--- src/rtl/core/gaim_pkg.sv ---
package gaim_pkg;

   localparam int MAX_LOG_LEN = 16;
   localparam int IDX_W       = MAX_LOG_LEN;
   localparam int FACTOR_W    = MAX_LOG_LEN + 1;
   localparam int LOG_LEN_W   = 5;
   localparam int STEP_W      = 17;
   localparam int COEFF_W     = 64;
   localparam int CSR_DATA_W  = 17;
   localparam int CSR_INDEX_W = 2;

   localparam logic [LOG_LEN_W-1:0] LOG_LEN_RESET = LOG_LEN_W'(12);
   localparam logic [FACTOR_W-1:0]  GEN_THREE     = FACTOR_W'(3);

   typedef enum logic [CSR_INDEX_W-1:0] {
      CSR_LOG_LEN       = 2'd0,
      CSR_MODE          = 2'd1,
      CSR_ROTATION_STEP = 2'd2
   } csr_index_type;

   typedef enum logic {
      MODE_ROTATE    = 1'b0,
      MODE_CONJUGATE = 1'b1
   } mode_type;

   typedef enum logic {
      POW_IDLE = 1'b0,
      POW_RUN  = 1'b1
   } pow_state_type;

   typedef struct packed {
      logic [LOG_LEN_W-1:0] log_len;
      mode_type             mode;
      logic [FACTOR_W-1:0]  factor;
   } map_cfg_type;

   function automatic logic [IDX_W-1:0] index_mask(input logic [LOG_LEN_W-1:0] nbits);
      index_mask = ~({IDX_W{1'b1}} << nbits);
   endfunction

   function automatic logic [IDX_W-1:0] reverse_bits(input logic [IDX_W-1:0]     v,
                                                     input logic [LOG_LEN_W-1:0] nbits);
      logic [IDX_W-1:0] r;
      r = '0;
      for (int k = 0; k < IDX_W; k++) begin
         r[IDX_W-1-k] = v[k];
      end
      reverse_bits = r >> (LOG_LEN_W'(IDX_W) - nbits);
   endfunction

endpackage

--- src/rtl/core/gaim_pow.sv ---
module gaim_pow (
   input  logic                          clock,
   input  logic                          reset,
   input  logic                          start,
   input  logic [gaim_pkg::STEP_W-1:0]   step,
   output logic                          busy,
   output logic [gaim_pkg::FACTOR_W-1:0] factor
);
   import gaim_pkg::*;

   pow_state_type         state_ff, state_in;
   logic [FACTOR_W-1:0]   result_ff, result_in;
   logic [FACTOR_W-1:0]   base_ff, base_in;
   logic [STEP_W-1:0]     exp_ff, exp_in;
   logic [FACTOR_W-1:0]   rb_prod, bb_prod;

   assign rb_prod = result_ff * base_ff;
   assign bb_prod = base_ff * base_ff;

   always_comb begin
      state_in = state_ff;
      case (state_ff)
         POW_IDLE: begin
            if (start) begin
               state_in = POW_RUN;
            end
         end
         POW_RUN: begin
            if (start) begin
               state_in = POW_RUN;
            end else if (exp_ff[STEP_W-1:1] == '0) begin
               state_in = POW_IDLE;
            end
         end
         default: state_in = POW_IDLE;
      endcase
   end

   always_comb begin
      busy = 1'b0;
      case (state_ff)
         POW_IDLE: busy = 1'b0;
         POW_RUN:  busy = 1'b1;
         default:  busy = 1'b0;
      endcase
   end

   always_comb begin
      result_in = result_ff;
      base_in   = base_ff;
      exp_in    = exp_ff;
      if (start) begin
         result_in = FACTOR_W'(1);
         base_in   = GEN_THREE;
         exp_in    = step;
      end else if (busy) begin
         if (exp_ff[0]) begin
            result_in = rb_prod;
         end
         base_in = bb_prod;
         exp_in  = exp_ff >> 1;
      end
   end

   always_ff @(posedge clock) begin
      if (reset) begin
         state_ff  <= POW_IDLE;
         result_ff <= FACTOR_W'(1);
      end else begin
         state_ff  <= state_in;
         result_ff <= result_in;
      end
   end

   always_ff @(posedge clock) begin
      base_ff <= base_in;
      exp_ff  <= exp_in;
   end

   assign factor = result_ff;

endmodule

--- src/rtl/core/gaim_pipe.sv ---
module gaim_pipe (
   input  logic                         clock,
   input  logic                         reset,
   input  gaim_pkg::map_cfg_type        cfg,
   input  logic                         in_valid,
   output logic                         in_ready,
   input  logic [gaim_pkg::IDX_W-1:0]   in_src_index,
   input  logic [gaim_pkg::COEFF_W-1:0] in_coeff,
   output logic                         out_valid,
   input  logic                         out_ready,
   output logic [gaim_pkg::IDX_W-1:0]   out_dest_index,
   output logic [gaim_pkg::COEFF_W-1:0] out_coeff
);
   import gaim_pkg::*;

   logic                  s1_valid_ff;
   logic [FACTOR_W-1:0]   s1_root_ff, s1_root_in;
   logic [IDX_W-1:0]      s1_conj_ff, s1_conj_in;
   logic [COEFF_W-1:0]    s1_coeff_ff;
   logic                  s2_valid_ff;
   logic [FACTOR_W-1:0]   s2_moved_ff, s2_moved_in;
   logic [IDX_W-1:0]      s2_conj_ff;
   logic [COEFF_W-1:0]    s2_coeff_ff;
   logic                  s3_valid_ff;
   logic [IDX_W-1:0]      s3_dest_ff, s3_dest_in;
   logic [COEFF_W-1:0]    s3_coeff_ff;
   logic                  s1_ready, s2_ready, s3_ready;
   logic [IDX_W-1:0]      idx_mask;
   logic [FACTOR_W-1:0]   root_mask;
   logic [IDX_W-1:0]      src_masked;
   logic [FACTOR_W-1:0]   prod;

   assign s3_ready = !s3_valid_ff || out_ready;
   assign s2_ready = !s2_valid_ff || s3_ready;
   assign s1_ready = !s1_valid_ff || s2_ready;
   assign in_ready = s1_ready;

   assign idx_mask  = index_mask(cfg.log_len);
   assign root_mask = {idx_mask, 1'b1};

   // Stage one: bit-reverse the source index into an odd root index.
   assign src_masked = in_src_index & idx_mask;
   assign s1_root_in = {reverse_bits(src_masked, cfg.log_len), 1'b1};
   assign s1_conj_in = idx_mask & ~src_masked;

   // Stage two: multiply by the Galois factor modulo 2N.
   assign prod        = s1_root_ff * cfg.factor;
   assign s2_moved_in = prod & root_mask;

   // Stage three: map back to an index and reverse again, or take the conjugate index.
   assign s3_dest_in = (cfg.mode == MODE_CONJUGATE) ? s2_conj_ff :
                       reverse_bits(s2_moved_ff[FACTOR_W-1:1], cfg.log_len);

   always_ff @(posedge clock) begin
      if (reset) begin
         s1_valid_ff <= 1'b0;
         s2_valid_ff <= 1'b0;
         s3_valid_ff <= 1'b0;
      end else begin
         if (s1_ready) begin
            s1_valid_ff <= in_valid;
         end
         if (s2_ready) begin
            s2_valid_ff <= s1_valid_ff;
         end
         if (s3_ready) begin
            s3_valid_ff <= s2_valid_ff;
         end
      end
   end

   always_ff @(posedge clock) begin
      if (s1_ready && in_valid) begin
         s1_root_ff  <= s1_root_in;
         s1_conj_ff  <= s1_conj_in;
         s1_coeff_ff <= in_coeff;
      end
      if (s2_ready && s1_valid_ff) begin
         s2_moved_ff <= s2_moved_in;
         s2_conj_ff  <= s1_conj_ff;
         s2_coeff_ff <= s1_coeff_ff;
      end
      if (s3_ready && s2_valid_ff) begin
         s3_dest_ff  <= s3_dest_in;
         s3_coeff_ff <= s2_coeff_ff;
      end
   end

   assign out_valid      = s3_valid_ff;
   assign out_dest_index = s3_dest_ff;
   assign out_coeff      = s3_coeff_ff;

endmodule

--- src/rtl/core/galois_automorphism_index_map.sv ---
// Galois automorphism index map. Each item carries one NTT-domain coefficient and its
// source index; the block returns the coefficient with its destination index, either
// under the automorphism by three to the power rotation_step or under conjugation
// (N-1-src). The index path is a three-stage pipeline that accepts one item per clock
// unless the output stalls it or a new factor is being computed. A write to the
// rotation step register starts a square-and-multiply unit that works through the
// exponent bit by bit up to the highest set bit, and the input is held off
// (req_ready low) until the new factor is ready.
module galois_automorphism_index_map (
   input  logic                             clock,
   input  logic                             reset,
   input  logic                             req_valid,
   output logic                             req_ready,
   input  logic [gaim_pkg::IDX_W-1:0]       req_src_index,
   input  logic [gaim_pkg::COEFF_W-1:0]     req_coeff_in,
   output logic                             rsp_valid,
   input  logic                             rsp_ready,
   output logic [gaim_pkg::IDX_W-1:0]       rsp_dest_index,
   output logic [gaim_pkg::COEFF_W-1:0]     rsp_coeff_out,
   input  logic                             csr_wr_en,
   input  logic [gaim_pkg::CSR_INDEX_W-1:0] csr_index,
   input  logic [gaim_pkg::CSR_DATA_W-1:0]  csr_wdata
);
   import gaim_pkg::*;

   logic [LOG_LEN_W-1:0] log_len_ff;
   mode_type             mode_ff;
   logic [LOG_LEN_W-1:0] log_len_eff;
   logic                 pow_start;
   logic                 pow_busy;
   logic [FACTOR_W-1:0]  pow_factor;
   map_cfg_type          cfg;
   logic                 pipe_ready;

   always_ff @(posedge clock) begin
      if (reset) begin
         log_len_ff <= LOG_LEN_RESET;
         mode_ff    <= MODE_ROTATE;
      end else if (csr_wr_en) begin
         case (csr_index)
            CSR_LOG_LEN: log_len_ff <= csr_wdata[LOG_LEN_W-1:0];
            CSR_MODE:    mode_ff    <= mode_type'(csr_wdata[0]);
            default:     log_len_ff <= log_len_ff;
         endcase
      end
   end

   assign pow_start = csr_wr_en && (csr_index == CSR_ROTATION_STEP);

   gaim_pow u_pow (
      .clock  (clock),
      .reset  (reset),
      .start  (pow_start),
      .step   (csr_wdata[STEP_W-1:0]),
      .busy   (pow_busy),
      .factor (pow_factor)
   );

   always_comb begin
      if (log_len_ff == '0) begin
         log_len_eff = LOG_LEN_W'(1);
      end else if (log_len_ff > LOG_LEN_W'(MAX_LOG_LEN)) begin
         log_len_eff = LOG_LEN_W'(MAX_LOG_LEN);
      end else begin
         log_len_eff = log_len_ff;
      end
   end

   assign cfg.log_len = log_len_eff;
   assign cfg.mode    = mode_ff;
   assign cfg.factor  = pow_factor;

   gaim_pipe u_pipe (
      .clock          (clock),
      .reset          (reset),
      .cfg            (cfg),
      .in_valid       (req_valid && !pow_busy),
      .in_ready       (pipe_ready),
      .in_src_index   (req_src_index),
      .in_coeff       (req_coeff_in),
      .out_valid      (rsp_valid),
      .out_ready      (rsp_ready),
      .out_dest_index (rsp_dest_index),
      .out_coeff      (rsp_coeff_out)
   );

   assign req_ready = pipe_ready && !pow_busy;

endmodule

--- config.mk ---
export PLATFORM = sky130hd
export DESIGN_NAME = galois_automorphism_index_map
export DESIGN_NICKNAME = d
export VERILOG_FILES = /design/src/rtl/core/gaim_pkg.sv /design/src/rtl/core/gaim_pow.sv /design/src/rtl/core/gaim_pipe.sv /design/src/rtl/core/galois_automorphism_index_map.sv
export SDC_FILE = /design/constraint.sdc
export NUM_CORES = 1
export LEC_CHECK = 0
export BUFFER_PORTS_ARGS = -buffer_cell sky130_fd_sc_hd__buf_2
export CORE_MARGIN = 3
export CORE_UTILIZATION = 41
export DETAILED_ROUTE_END_ITERATION = 10
export PLACE_DENSITY = 0.67
export SLEW_MARGIN = 25
export SYNTH_ARGS = -nofsm -noshare
export SYNTH_HDL_FRONTEND = slang
export SYNTH_SLANG_ARGS = --single-unit
--- constraint.sdc ---
create_clock -name clock -period 16.3 [get_ports clock]
set_clock_uncertainty 0.1 [all_clocks]
set_input_delay 3.26 -clock clock [delete_from_list [all_inputs] [get_ports clock]]
set_output_delay 3.26 -clock clock [all_outputs]
set_load 0.02 [all_outputs]
Word level (Yosys, flattened, before mapping) --
Cells that the tools add are included.
Word-level totals: bits in registers 334, input port bits 104, logic and storage cells 64
Cells by class: $add $sub $neg 1, multipliers 3, $lt $le $gt $ge 1, eq/ne operators 2, shifts and indexed selects 3, muxes and demuxes 10, bitwise gates (word level) 6, reductions and logical operators 21
Operators by type and width (count):
- $mul A17 B17 Y17 | 3
- $mux W17 | 2
- $and A16 B16 Y16 | 2
- $not A16 Y16 | 2
- $shr A16 B5 Y16 | 2
- $and A17 B17 Y17 | 1
- $logic_not A16 Y1 | 1
- $mux W16 | 1
- $shl A16 B5 Y16 const A | 1
- $mux W5 | 2
- $logic_and A1 B1 Y1 | 6
- $reduce_and A2 Y1 | 3
- $gt A5 B5 Y1 const B | 1
- $logic_not A5 Y1 | 1
- $sub A5 B5 Y5 const A | 1
- $logic_not A1 Y1 | 4
- $pmux W1 S2 | 2
- $logic_or A1 B1 Y1 | 3
- $mux W1 | 3
- $eq A2 B1 Y1 const B | 1
- $eq A2 B2 Y1 const B | 1
- $logic_not A2 Y1 | 1
- $reduce_bool A2 Y1 | 1
- $reduce_or A2 Y1 | 1
- $not A1 Y1 | 1

Depth between registers and ports, before layout --
depth after elaboration 8, depth in mapped cells 23, gate-level depth less buffers 22

Cells and area by module --
A second synthesis with hierarchy kept.
Second synthesis, totals: cell total of the unflattened synthesis 2203, area, all modules 24598.6 µm²
Modules (own cells, without submodules):
- gaim_pipe | instances 1, cells an instance 1075, area an instance 14477.6 µm², seq. area each 8227.9 µm²
- gaim_pow | instances 1, cells an instance 1092, area an instance 9791.9 µm², seq. area each 1171.1 µm²
- galois_automorphism_index_map | instances 1, cells an instance 36, area an instance 329.1 µm², seq. area each 120.1 µm²

Worst setup path before layout --
OpenSTA, ideal clock, no wires.
kind input to register, from input rsp_ready, to register u_pipe.s2_coeff_ff[0] (enable), library setup time 0.563 ns, arrival time 7.761 ns, data required time 15.637 ns, setup slack 7.876 ns, stages on the path 3, path through nor2b_1 -> and2_1 -> nor2b_1
Between the ends: longest elaborated chain between the ends 3
Ends and longest elaborated chain:
- from (decl) | RTL line galois_automorphism_index_map.sv:17 | input logic rsp_ready,
- $logic_or A1 B1 Y1 | RTL line gaim_pipe.sv:33 | assign s3_ready = !s3_valid_ff || out_ready;
- $logic_or A1 B1 Y1 | RTL line gaim_pipe.sv:34 | assign s2_ready = !s2_valid_ff || s3_ready;
- $logic_and A1 B1 Y1 | RTL line gaim_pipe.sv:78 | if (s2_ready && s1_valid_ff) begin
- to (signal assigned) | RTL line gaim_pipe.sv:81 | s2_coeff_ff <= s1_coeff_ff;
- to (decl) | RTL line gaim_pipe.sv:23 | logic [COEFF_W-1:0] s2_coeff_ff;
Every way passes these cells. A chain may end at the register's enable or synchronous reset.

Final worst setup path --
from input rsp_ready, to output req_ready
Between the ends: longest elaborated chain between the ends 4
Ends and longest elaborated chain:
- $logic_or A1 B1 Y1 | RTL line gaim_pipe.sv:33
- $logic_or A1 B1 Y1 | RTL line gaim_pipe.sv:34
- $logic_or A1 B1 Y1 | RTL line gaim_pipe.sv:35 | assign s1_ready = !s1_valid_ff || s2_ready;
- $logic_and A1 B1 Y1 | RTL line galois_automorphism_index_map.sv:87 | assign req_ready = pipe_ready && !pow_busy;
- to (decl) | RTL line galois_automorphism_index_map.sv:13 | output logic req_ready,
Every way passes these cells.

==> metrics.md <==
| Metric | Value |
|---|---|
| Status | `finished clean` |
| Via Count | `16100` |
| Worst IR drop on VDD | `0.000377 V` |
| PwrDens | `159 mW/mm^2` |
| Ys flop type | `edfxtp_1` |
| Worst path max stage delay | `0.52 ns` |
| First-pass GRT wire length | `93100 um` |
| Fin crit period | `8.05 ns` |
| Crit Path Max Fanout | `4` |
| Vias in the first global route | `17400` |
| Area growth syn-to-layout | `11.1%` |
| Fillers | `5304` |
| Switching share of power | `0.424` |
| Total of max-cap violations | `0` |
| Hold Fails Final Rpt | `0` |
| Clock share of power | `0.174` |
| RSZ-0062 raised after global routing | `no` |
| CP Capture Type | `output pin` |
| Hold Path Class | `reg2reg` |
| Synth area leaders | `edfxtp_1, fa_1, ha_1` |
| Sink Count | `331` |
| Die ar. | `0.0626 mm^2` |
| Synth top area share | `0.355` |
| Syn_nets | `2745` |
| Core area | `0.0584 mm^2` |
| Clk Latency, worst-skew pair | `0.56 ns` |
| Die outline width | `250 um` |
| Routed wire length | `57500 um` |
| Initial DRC count | `1244` |
| Initial Util | `0.419` |
| DRC viols | `0` |
| Async set or reset register ratio after synthesis | `0` |
| Leak | `12.0 nW` |
| Power Total | `4.32 mW` |
| Final worst-path cycle share | `0.494` |
| Most frequent cells after synthesis | `inv_1, edfxtp_1, nand2_1` |
| Via density per instance | `5.08` |
| Antenna viol nets, final | `0` |
| Most used cell, CP | `buf_2` |
| Port Buffers | `185` |
| CTS tree | `yes` |
| Hpwl dp | `43200 um` |
| Setup_tns | `0 ns` |
| Synthesized flop and latch total | `331` |
| Worst setup path category | `in2out` |
| TritonCTS buffer count | `36` |
| GRT Util Overall | `0.188` |
| Worst-path cell chain | `buf_2 -> nor2b_1 -> and2_1 -> a21oi_1 -> buf_2` |
| Unique cell type count in the Yosys netlist | `69` |
| Cts hold-fix bufs | `0` |
| Initial antenna violation count | `4` |
| Count leader, synth | `inv_1` |
| Total global routing overflow | `0` |
| Io pins | `186` |
| CTS H-tree depth | `2` |
| Flop pwr share | `0.252` |
| Final setup viols | `0` |
| Seq. cell area | `0.00952 mm^2` |
| Worst path arrival time | `4.69 ns` |
| TritonRoute pass-1 iters | `7` |
| Multi-input logic area | `0.0128 mm^2` |
| Post-DR wirelength/cell | `18.1 um` |
| Layout Nets | `2907` |
| CTS Root Buffer Type | `clkbuf_16` |
| Number of synthesized flops with an enable pin | `289` |
| Max Slew Vio Count | `0` |
| Clock Pin Slew Worst Setup and Hold Paths | `0.06 ns` |
| Fmax | `124 MHz` |
| CP Launch Type | `input port` |
| Largest net degree at the start of global routing | `81` |
| Post-CTS sizing | `0` |
| Switch Pwr | `1.83 mW` |
| Post-Syn Instances | `2215` |
| Final RePlAce weighted congestion | `0.895` |
| Die Y | `250 um` |
| Combinational share of power | `0.574` |
| Share of cells above drive strength 1 | `0.117` |
| Worst-Margin Slew | `0.983 ns` |
| Clk buf depth | `3` |
| Critical path's slowest cell | `nor2b_1` |
| Critical Path RT | `12.94 ns` |
| Seq/Total Area, Yosys | `0.390` |
| Post-Syn Area | `0.0244 mm^2` |
| Area leader, netlist | `edfxtp_1` |
| Synth warn | `0` |
| Syn avg cell area | `11.0 um^2` |
| Setup Fix Bufs, Post-CTS | `0` |
| Slew margin rel. | `0.343` |
| Internal | `2.49 mW` |
| Row count | `88` |
[cell families after synthesis]
logic type | synth area share
AO/OA/AOI/OAI | 0.0518
buffers and inverters | 0.0863
flip-flops | 0.390
AND/OR/NAND/NOR | 0.107
XOR/XNOR | 0.0353
multiplexers | 0.0291
adder cells (fa/ha/maj) | 0.301
[registers in the layout, indices dropped and copies added, names as in the netlist]
register               flops
u_pipe.out_coeff          64
u_pipe.s1_coeff_ff        64
u_pipe.s2_coeff_ff        64
u_pow.exp_ff              17
u_pipe.out_dest_index     16
u_pipe.s1_conj_ff         16
u_pipe.s1_root_ff         16
u_pipe.s2_conj_ff         16
u_pipe.s2_moved_ff        16
u_pow.base_ff             16
u_pow.factor              16
log_len_ff                 5
mode_ff                    1
u_pipe.out_valid           1
u_pipe.s1_valid_ff         1
u_pipe.s2_valid_ff         1
u_pow.state_ff             1
[power groups by stage]
stage,logic (mW),clock network (mW),registers [mW]
floorplan,1.93,0,1.07
global placement,2.39,0,1.10
detailed placement,2.48,0,1.11
CTS,2.50,0.769,1.09
global route,2.86,0.805,1.10
finish,2.48,0.750,1.09
[cell type report]
cell class	count	share of cell area
Antenna cell	3	0.000277
Clock buffer	43	0.0349
Clock inverter	19	0.00452
Inverter	450	0.0624
Multi-Input combinational cell	1354	0.472
Sequential cell	331	0.351
Tap cell	765	0.0353
Timing Repair Buffer	204	0.0395
[through the flow]
| stage | utilization | worst slack (ns) | hold WS (ns) | cell area, um^2 | std cells |
|---|---|---|---|---|---|
| after floorplan | - | 7.88 | 0.300 | 24400 | 2215 |
| after global placement | 0.447 | 8.27 | 0.300 | 26100 | 3104 |
| after detailed placement | 0.447 | 8.27 | 0.305 | 26100 | 3104 |
| after CTS | 0.465 | 8.26 | 0.298 | 27100 | 3166 |
| after global routing | 0.465 | 8.16 | 0.314 | 27100 | 3169 |
| final | 0.465 | 8.25 | 0.306 | 27100 | 3169 |
[placed cells by master, fill, tap and decap left out, types with 5 or more instances in the layout]
| master | n |
|---|---|
| inv_1 | 441 |
| edfxtp_1 | 289 |
| nand2_1 | 275 |
| fa_1 | 269 |
| buf_2 | 185 |
| ha_1 | 157 |
| nor2_1 | 147 |
| and2_1 | 82 |
| xnor2_1 | 81 |
| a21oi_1 | 59 |
| dfxtp_1 | 41 |
| clkbuf_16 | 36 |
| o21ai_0 | 35 |
| mux2i_1 | 25 |
| nor3_1 | 20 |
| buf_4 | 18 |
| a21o_1 | 15 |
| xor2_1 | 15 |
| clkinv_1 | 14 |
| nand3_1 | 13 |
| nand2b_1 | 12 |
| o21a_1 | 12 |
| nor2b_1 | 12 |
| mux4_1 | 12 |
| a211oi_1 | 11 |
| o31ai_1 | 8 |
| a31oi_1 | 7 |
| or2_2 | 7 |
| o21bai_1 | 6 |
| nor4_1 | 6 |
| clkinv_2 | 6 |
| or3_1 | 5 |
| mux4_2 | 5 |
| a21boi_0 | 5 |
| clkbuf_1 | 5 |
[critical path: cells and delay by family]
family / cells / cell delay [ns]
AOI/OAI and AO/OA: 1 / 0.21
buffers and inverters: 2 / 0.35
and+or+nand+nor: 2 / 0.85
[metal layers]
| layer | part of all wire | global-route usage |
|---|---|---|
| met1 | 0.40 | 0.238 |
| met2 | 0.50 | 0.327 |
| met3 | 0.065 | 0.0322 |
| met4 | 0.031 | 0.0605 |
| met5 | 0.00023 | 0 |
[worst paths after layout]
kind | start | endpoint | slack, ns | depth (start not counted)
worst min-delay path | u_pipe.s2_coeff_ff[32] | u_pipe.out_coeff[32] | 0.31 | 0
worst max register to register | u_pow.base_ff[6] | u_pow.factor[16] | 9.96 | 20
worst min register to register | u_pipe.s2_coeff_ff[32] | u_pipe.out_coeff[32] | 0.31 | 0
worst max-delay path | rsp_ready | req_ready | 8.25 | 5
(Power assumes the default switching activity.)
